`src/rtl/core/mep_pkg.sv`:
```
package mep_pkg;

  localparam int unsigned PIX_W   = 12;
  localparam int unsigned COORD_W = 32;
  localparam int unsigned Z_W     = 36;
  localparam int unsigned FRAC_W  = 28;
  localparam int unsigned PROD_W  = 64;
  localparam int unsigned SQ_W    = 59;
  localparam int unsigned COUNT_W = 8;
  localparam int unsigned CFG_IDX_W = 3;

  localparam logic [CFG_IDX_W-1:0] REG_CENTER_X    = 3'd0;
  localparam logic [CFG_IDX_W-1:0] REG_CENTER_Y    = 3'd1;
  localparam logic [CFG_IDX_W-1:0] REG_STEP_REAL   = 3'd2;
  localparam logic [CFG_IDX_W-1:0] REG_STEP_IMAG   = 3'd3;
  localparam logic [CFG_IDX_W-1:0] REG_OFFSET_REAL = 3'd4;
  localparam logic [CFG_IDX_W-1:0] REG_OFFSET_IMAG = 3'd5;

  localparam logic [PIX_W-1:0]          CENTER_X_RST    = 12'd400;
  localparam logic [PIX_W-1:0]          CENTER_Y_RST    = 12'd300;
  localparam logic signed [COORD_W-1:0] STEP_REAL_RST   = 32'sd1174405;
  localparam logic signed [COORD_W-1:0] STEP_IMAG_RST   = 32'sd894785;
  localparam logic signed [COORD_W-1:0] OFFSET_REAL_RST = -32'sd134217728;
  localparam logic signed [COORD_W-1:0] OFFSET_IMAG_RST = 32'sd0;

  localparam logic signed [Z_W-1:0] Z_TWO     = 36'sh0_2000_0000;
  localparam logic signed [Z_W-1:0] Z_NEG_TWO = -36'sh0_2000_0000;
  localparam logic [SQ_W:0]         RAD_FOUR  = 60'h400_0000_0000_0000;

  localparam logic signed [PROD_W-1:0] COORD_MAX = 64'sh0000_0000_7FFF_FFFF;
  localparam logic signed [PROD_W-1:0] COORD_MIN = -64'sh0000_0000_8000_0000;

  typedef enum logic [8:0] {
    ST_IDLE  = 9'b0_0000_0001,
    ST_MAP_X = 9'b0_0000_0010,
    ST_MAP_Y = 9'b0_0000_0100,
    ST_MAP_C = 9'b0_0000_1000,
    ST_SQ_R  = 9'b0_0001_0000,
    ST_SQ_I  = 9'b0_0010_0000,
    ST_CROSS = 9'b0_0100_0000,
    ST_UPD   = 9'b0_1000_0000,
    ST_DONE  = 9'b1_0000_0000
  } state_t;

endpackage

```
`src/rtl/core/mep_mul.sv`:
```
module mep_mul (
  input  logic                                 clk,
  input  logic signed [mep_pkg::COORD_W-1:0]   a,
  input  logic signed [mep_pkg::COORD_W-1:0]   b,
  output logic signed [mep_pkg::PROD_W-1:0]    p
);

  always_ff @(posedge clk) begin
    p <= mep_pkg::PROD_W'(a * b);
  end

endmodule

```
`src/rtl/core/mandelbrot_escape_time_pixel.sv`:
```
// Evaluates one pixel of the Mandelbrot set per input word. The pixel is mapped to the complex
// point c in Q4.28 with saturation, then z = z*z + c is iterated from zero until a part of z
// leaves [-2, 2], |z|^2 exceeds 4 or MAX_ITER iterations are done; the result word carries
// the count and 255*count/MAX_ITER. All products go through one registered 32x32 multiplier
// that is used three times per iteration and twice to map the pixel. The input is not ready
// while a pixel is in work; a finished result waits in an output register and the next pixel
// may start meanwhile.
module mandelbrot_escape_time_pixel #(
  parameter int MAX_ITER = 255
) (
  input  logic        clk,
  input  logic        rst,
  input  logic        s_axis_tvalid,
  output logic        s_axis_tready,
  input  logic [23:0] s_axis_tdata,   // pixel_x, pixel_y
  output logic        m_axis_tvalid,
  input  logic        m_axis_tready,
  output logic [15:0] m_axis_tdata,   // iteration_count, gray_level
  input  logic        cfg_valid,
  output logic        cfg_ready,
  input  logic [mep_pkg::CFG_IDX_W-1:0] cfg_index,
  input  logic [31:0] cfg_data
);

  localparam int unsigned PW = mep_pkg::PIX_W;
  localparam int unsigned CW = mep_pkg::COORD_W;
  localparam int unsigned ZW = mep_pkg::Z_W;
  localparam int unsigned FW = mep_pkg::FRAC_W;
  localparam int unsigned NW = mep_pkg::COUNT_W;
  localparam int unsigned SW = mep_pkg::SQ_W;

  logic [PW-1:0]        center_x, center_y;
  logic signed [CW-1:0] step_real, step_imag, offset_real, offset_imag;

  mep_pkg::state_t state;

  logic [PW-1:0]        pixel_x, pixel_y;
  logic signed [CW-1:0] cr, ci;
  logic signed [ZW-1:0] zr, zi;
  logic [NW-1:0]        count;
  logic [SW-1:0]        rr;
  logic signed [SW:0]   diff;

  logic signed [CW-1:0] mul_a, mul_b;
  logic signed [mep_pkg::PROD_W-1:0] prod;

  logic signed [PW:0]   dx, dy;
  logic signed [mep_pkg::PROD_W-1:0] map_sum;
  logic signed [CW-1:0] map_sat;
  logic                 out_range;
  logic [SW:0]          rad_sum;
  logic [NW-1:0]        gray_table [2**NW];
  logic                 out_free;

  for (genvar g = 0; g < 2**NW; g++) begin : g_gray
    assign gray_table[g] = NW'((255 * g) / MAX_ITER);
  end

  assign cfg_ready     = 1'b1;
  assign s_axis_tready = (state == mep_pkg::ST_IDLE);
  assign out_free      = !m_axis_tvalid || m_axis_tready;

  always_ff @(posedge clk) begin
    if (rst) begin
      center_x    <= mep_pkg::CENTER_X_RST;
      center_y    <= mep_pkg::CENTER_Y_RST;
      step_real   <= mep_pkg::STEP_REAL_RST;
      step_imag   <= mep_pkg::STEP_IMAG_RST;
      offset_real <= mep_pkg::OFFSET_REAL_RST;
      offset_imag <= mep_pkg::OFFSET_IMAG_RST;
    end else if (cfg_valid) begin
      unique case (cfg_index)
        mep_pkg::REG_CENTER_X:    center_x    <= cfg_data[PW-1:0];
        mep_pkg::REG_CENTER_Y:    center_y    <= cfg_data[PW-1:0];
        mep_pkg::REG_STEP_REAL:   step_real   <= $signed(cfg_data);
        mep_pkg::REG_STEP_IMAG:   step_imag   <= $signed(cfg_data);
        mep_pkg::REG_OFFSET_REAL: offset_real <= $signed(cfg_data);
        mep_pkg::REG_OFFSET_IMAG: offset_imag <= $signed(cfg_data);
        default: ;
      endcase
    end
  end

  assign dx = $signed({1'b0, pixel_x}) - $signed({1'b0, center_x});
  assign dy = $signed({1'b0, pixel_y}) - $signed({1'b0, center_y});

  always_comb begin
    unique case (state)
      mep_pkg::ST_MAP_X: begin
        mul_a = CW'(dx);
        mul_b = step_real;
      end
      mep_pkg::ST_MAP_Y: begin
        mul_a = CW'(dy);
        mul_b = step_imag;
      end
      mep_pkg::ST_SQ_R: begin
        mul_a = zr[CW-1:0];
        mul_b = zr[CW-1:0];
      end
      mep_pkg::ST_SQ_I: begin
        mul_a = zi[CW-1:0];
        mul_b = zi[CW-1:0];
      end
      default: begin
        mul_a = zr[CW-1:0];
        mul_b = zi[CW-1:0];
      end
    endcase
  end

  mep_mul u_mul (
    .clk (clk),
    .a   (mul_a),
    .b   (mul_b),
    .p   (prod)
  );

  always_comb begin
    if (state == mep_pkg::ST_MAP_C) begin
      map_sum = prod + mep_pkg::PROD_W'(offset_imag);
    end else begin
      map_sum = prod + mep_pkg::PROD_W'(offset_real);
    end
    priority if (map_sum > mep_pkg::COORD_MAX) begin
      map_sat = CW'(mep_pkg::COORD_MAX);
    end else if (map_sum < mep_pkg::COORD_MIN) begin
      map_sat = CW'(mep_pkg::COORD_MIN);
    end else begin
      map_sat = map_sum[CW-1:0];
    end
  end

  assign out_range = (zr > mep_pkg::Z_TWO) || (zr < mep_pkg::Z_NEG_TWO) ||
                     (zi > mep_pkg::Z_TWO) || (zi < mep_pkg::Z_NEG_TWO);
  assign rad_sum   = {1'b0, rr} + {1'b0, prod[SW-1:0]};

  always_ff @(posedge clk) begin
    if (rst) begin
      state         <= mep_pkg::ST_IDLE;
      m_axis_tvalid <= 1'b0;
    end else begin
      if (m_axis_tvalid && m_axis_tready && (state != mep_pkg::ST_DONE)) begin
        m_axis_tvalid <= 1'b0;
      end
      unique case (state)
        mep_pkg::ST_IDLE: begin
          if (s_axis_tvalid) begin
            pixel_x <= s_axis_tdata[PW-1:0];
            pixel_y <= s_axis_tdata[2*PW-1:PW];
            state   <= mep_pkg::ST_MAP_X;
          end
        end
        mep_pkg::ST_MAP_X: state <= mep_pkg::ST_MAP_Y;
        mep_pkg::ST_MAP_Y: begin
          cr    <= map_sat;
          state <= mep_pkg::ST_MAP_C;
        end
        mep_pkg::ST_MAP_C: begin
          ci    <= map_sat;
          zr    <= '0;
          zi    <= '0;
          count <= '0;
          state <= mep_pkg::ST_SQ_R;
        end
        mep_pkg::ST_SQ_R: begin
          if (count == NW'(MAX_ITER) || out_range) begin
            state <= mep_pkg::ST_DONE;
          end else begin
            state <= mep_pkg::ST_SQ_I;
          end
        end
        mep_pkg::ST_SQ_I: begin
          rr    <= prod[SW-1:0];
          state <= mep_pkg::ST_CROSS;
        end
        mep_pkg::ST_CROSS: begin
          diff <= $signed({1'b0, rr}) - $signed({1'b0, prod[SW-1:0]});
          if (rad_sum > mep_pkg::RAD_FOUR) begin
            state <= mep_pkg::ST_DONE;
          end else begin
            state <= mep_pkg::ST_UPD;
          end
        end
        mep_pkg::ST_UPD: begin
          zr    <= ZW'(diff >>> FW) + ZW'(cr);
          zi    <= ZW'(prod >>> (FW - 1)) + ZW'(ci);
          count <= count + 1'b1;
          state <= mep_pkg::ST_SQ_R;
        end
        mep_pkg::ST_DONE: begin
          if (out_free) begin
            m_axis_tdata  <= {gray_table[count], count};
            m_axis_tvalid <= 1'b1;
            state         <= mep_pkg::ST_IDLE;
          end
        end
        default: state <= mep_pkg::ST_IDLE;
      endcase
    end
  end

endmodule

```
`config.mk`:
```
export PLATFORM = sky130hd
export DESIGN_NAME = mandelbrot_escape_time_pixel
export DESIGN_NICKNAME = d
export VERILOG_FILES = /design/src/rtl/core/mep_pkg.sv /design/src/rtl/core/mep_mul.sv /design/src/rtl/core/mandelbrot_escape_time_pixel.sv
export SDC_FILE = /design/constraint.sdc
export NUM_CORES = 2
export LEC_CHECK = 0
export ABC_AREA = 1
export BUFFER_PORTS_ARGS = -buffer_cell sky130_fd_sc_hd__buf_2
export CAP_MARGIN = 20
export CORE_MARGIN = 2
export CORE_UTILIZATION = 30
export CTS_CLUSTER_DIAMETER = 50
export DETAILED_ROUTE_END_ITERATION = 6
export GPL_ROUTABILITY_DRIVEN = 0
export PLACE_DENSITY = 0.57
export SLEW_MARGIN = 30
export SYNTH_ARGS = -nofsm -noshare
export SYNTH_HDL_FRONTEND = slang
export SYNTH_SLANG_ARGS = --single-unit
```
`constraint.sdc`:
```
create_clock -name clk -period 8.7 [get_ports clk]
set_input_delay 0.435 -clock clk [delete_from_list [all_inputs] [get_ports clk]]
set_output_delay 0.435 -clock clk [all_outputs]
set_load 0.005 [all_outputs]
```
==> impl_metrics.toml <==
[run_status]
status = "finished, violations left"
violations = "design-rule violations, negative setup slack"

[synth]
synth_area_um2 = 73600
synth_commonest_cells = "inv_1, nand2_1, nor2_1, fa_1, nand3_1"
synth_cells = 9669
ys_warn_count = 0
syn_nets = 11300
synth.distinct_cells = 63
syn_avg_cell_area_um2 = 7.61
synth_area_leader_cell = "fa_1"
synth.most_common_cell = "inv_1"
ys_seq_elements = 490
yosysSeqAreaShare = 0.169
ys_top_cells_by_area = "fa_1, edfxtp_1, inv_1"
synth.top_cell.area_share = 0.296
synthArstFlopShare = 0
synth_ff_type = "edfxtp_1"
synth_edf_count = 264

[critical_path]
critPathRequiredTime_ns = 9.23
criticalPathCategory = "reg2reg"
reg2reg_slack_ns = -0.45
r2r-start = "pixel_x[0]"
r2r-end = "u_mul.p[57]"
cpMaxStageDelayCell = "fa_1"
critical_path_peak_fanout = 5
path_common_cell = "nand2_2"
endpoint_kind = "flip-flop"
reg2reg_depth = 43
critPathLaunchType = "flip-flop"
slowest_delay_ns = 0.63
arrival_ns = 9.68

[timing]
worst_slack_ns = -0.450
worst_slew_pin_slew_ns = 0.970
min_period_ns = 9.15
drv_slew = 0
period_share = 1.05
finalSetupViolCount = 30
fin_skew_ns = 0.0328
rsz0062_at_grt = "yes"
slew_headroom = 0.353
final-hold-violation-count = 0
timing.fmax_mhz = 109

[cells_and_area]
area_growth_syn_to_layout_pct = 24.1
finalInstanceArea_um2 = 91400
fin_nets = 12200
drive_above_1_share = 0.165

[floorplan]
die_h_um = 499
rows = 181
ioPinCount = 83
die_w_um = 499
initial_utilization = 0.302
die_area_um2 = 249000
core_um2 = 244000

[place]
dp_hpwl_um = 246000
placed_area_um2 = 84700
port_buffers = 81

[clock_network]
insertion_delay_ns = 0.64
clk_path_buf_depth = 3
cts_tree = "built"
cts_sinks = 490
cts_max_level = 3
cts_root_buffer = "clkbuf_16"
numCtsBuffers = 66
clkSlewWorstSetupHoldPaths_ns = 0.06

[hold_path]
hold_depth = 3
hold_path_end = "step_imag[13]"
worstHoldStart = "cfg_data[13]"
hp-class = "in2reg"

[routing]
dr.first_iter.drc_count = 8116
ant_nets = 0
route.detailed.drc = 16
wirelength_um = 294000
dr.pass1.iters = 7
via_per_inst = 5.03
vias = 69400
post_drt_wl_per_cell_um = 21.3

[global_routing]
antenna_found_initial = 8
grt_max_degree = 119
grt_pass1_wl_um = 430000
grt_pass1_vias = 66700
grt_usage = 0.229
overflow = 0

[job]
maxCapViolCount = 0
==> layer usage <==
metal,share of wire,vias up,track usage
met3,0.10,498,0.0460
met1,0.43,33700,0.325
met2,0.43,3450,0.342
li1,-,31800,-
met4,0.047,10,0.0865
met5,0.00036,-,0
==> state kept, by name (all words and copies together), names as in the netlist, 9 cells and up <==
| register | count |
|---|---|
| center_x | 12 |
| center_y | 12 |
| state | 9 |
| zr | 33 |
| pixel_x | 12 |
| offset_imag | 32 |
| u_mul.p | 64 |
| ci | 32 |
| step_real | 32 |
| step_imag | 32 |
| cr | 32 |
| pixel_y | 12 |
| rr | 59 |
| offset_real | 32 |
| zi | 36 |
| diff | 32 |
==> logic make-up after synthesis <==
kind of cell / Yosys count / share of synthesized area
flops: 490 / 0.169
simple gates: 3757 / 0.211
xor+xnor: 152 / 0.0181
other cells: 1 / 0.0000509
buf+inv: 2428 / 0.127
compound gates: 1296 / 0.101
fa+ha+maj: 1545 / 0.374
==> layout make-up <==
class | instances | area, µm²
well taps | 3202 | 4010
multi-input cells | 6751 | 54300
clock buffers | 80 | 1800
repair buffers | 1145 | 10400
clock inverters | 41 | 487
diodes | 1 | 2.50
inverters | 2093 | 7880
flip-flops and latches | 490 | 12500
fillers | 25300 | 152000
==> repair_timing <==
| item | 4_1_cts | 5_1_grt |
|---|---|---|
| pin swaps | 161 | 277 |
| setup endpoints to repair | 44 | 47 |
| hold endpoints to repair | 24 | 0 |
| buffers inserted | 75 | 56 |
| resized for setup | 336 | 347 |
| cloned | 4 | 6 |
| hold buffers | 24 | 0 |
==> worst max path at each step <==
stage	cells past startpoint	from	to
after global routing	47	pixel_x[0]	u_mul.p[58]
after CTS	46	pixel_x[0]	u_mul.p[63]
final	43	pixel_x[0]	u_mul.p[57]
after detailed placement	44	pixel_x[0]	u_mul.p[58]
after floorplan	43	pixel_x[0]	u_mul.p[62]
after global placement	43	pixel_x[0]	u_mul.p[57]
==> cell usage in the layout (no fill, tap or decap), types with 32 or more instances in the layout <==
| cell type | netlist | routed |
|---|---|---|
| a21o_1 | 33 | 32 |
| a21oi_1 | 572 | 526 |
| a21oi_2 | 2 | 36 |
| buf_12 | 0 | 122 |
| buf_2 | 121 | 81 |
| buf_4 | 13 | 832 |
| buf_6 | 7 | 73 |
| clkbuf_16 | 0 | 75 |
| dfxtp_1 | 226 | 226 |
| edfxtp_1 | 264 | 264 |
| fa_1 | 1088 | 1018 |
| fa_2 | 0 | 70 |
| ha_1 | 457 | 414 |
| ha_4 | 0 | 42 |
| inv_1 | 2067 | 2014 |
| inv_2 | 21 | 67 |
| nand2_1 | 1688 | 1635 |
| nand2_2 | 10 | 42 |
| nand3_1 | 693 | 661 |
| nand4_1 | 74 | 74 |
| nor2_1 | 1153 | 1081 |
| nor2_2 | 4 | 48 |
| nor3_1 | 60 | 55 |
| o211ai_1 | 33 | 33 |
| o21a_1 | 60 | 60 |
| o21ai_0 | 390 | 357 |
| o21bai_1 | 40 | 38 |
| xnor2_1 | 55 | 50 |
| xor2_1 | 97 | 94 |
==> critical path, delay by kind of cell, from the launching register on <==
kind                       cells  cell delay, ns
and+or+nand+nor               10            0.64
adders and majority gates     11            4.89
AOI/OAI and AO/OA              9            1.40
DFF                            1            0.36
buffers and inverters         12            1.60
xor gates and xnor gates       1            0.13
==> per-stage QoR <==
step	setup slack (ns)	setup TNS [ns]	utilization	hold slack, ns	cells
3_5_place_dp	-1.02	-22.09	0.348	0.446	13500
5_1_grt	-0.787	-18.03	0.375	0.0992	13800
6_report	-0.450	-7.17	0.375	0.0902	13800
3_3_place_gp	-0.972	-21.00	0.348	0.438	13500
2_1_floorplan	0.0174	0	-	0.426	9669
4_1_cts	-0.469	-6.80	0.367	0.0639	13700
Power is left out: the tool's default activity adds up to more than one toggle a clock period on the data nets, which glitch-free logic cannot reach.
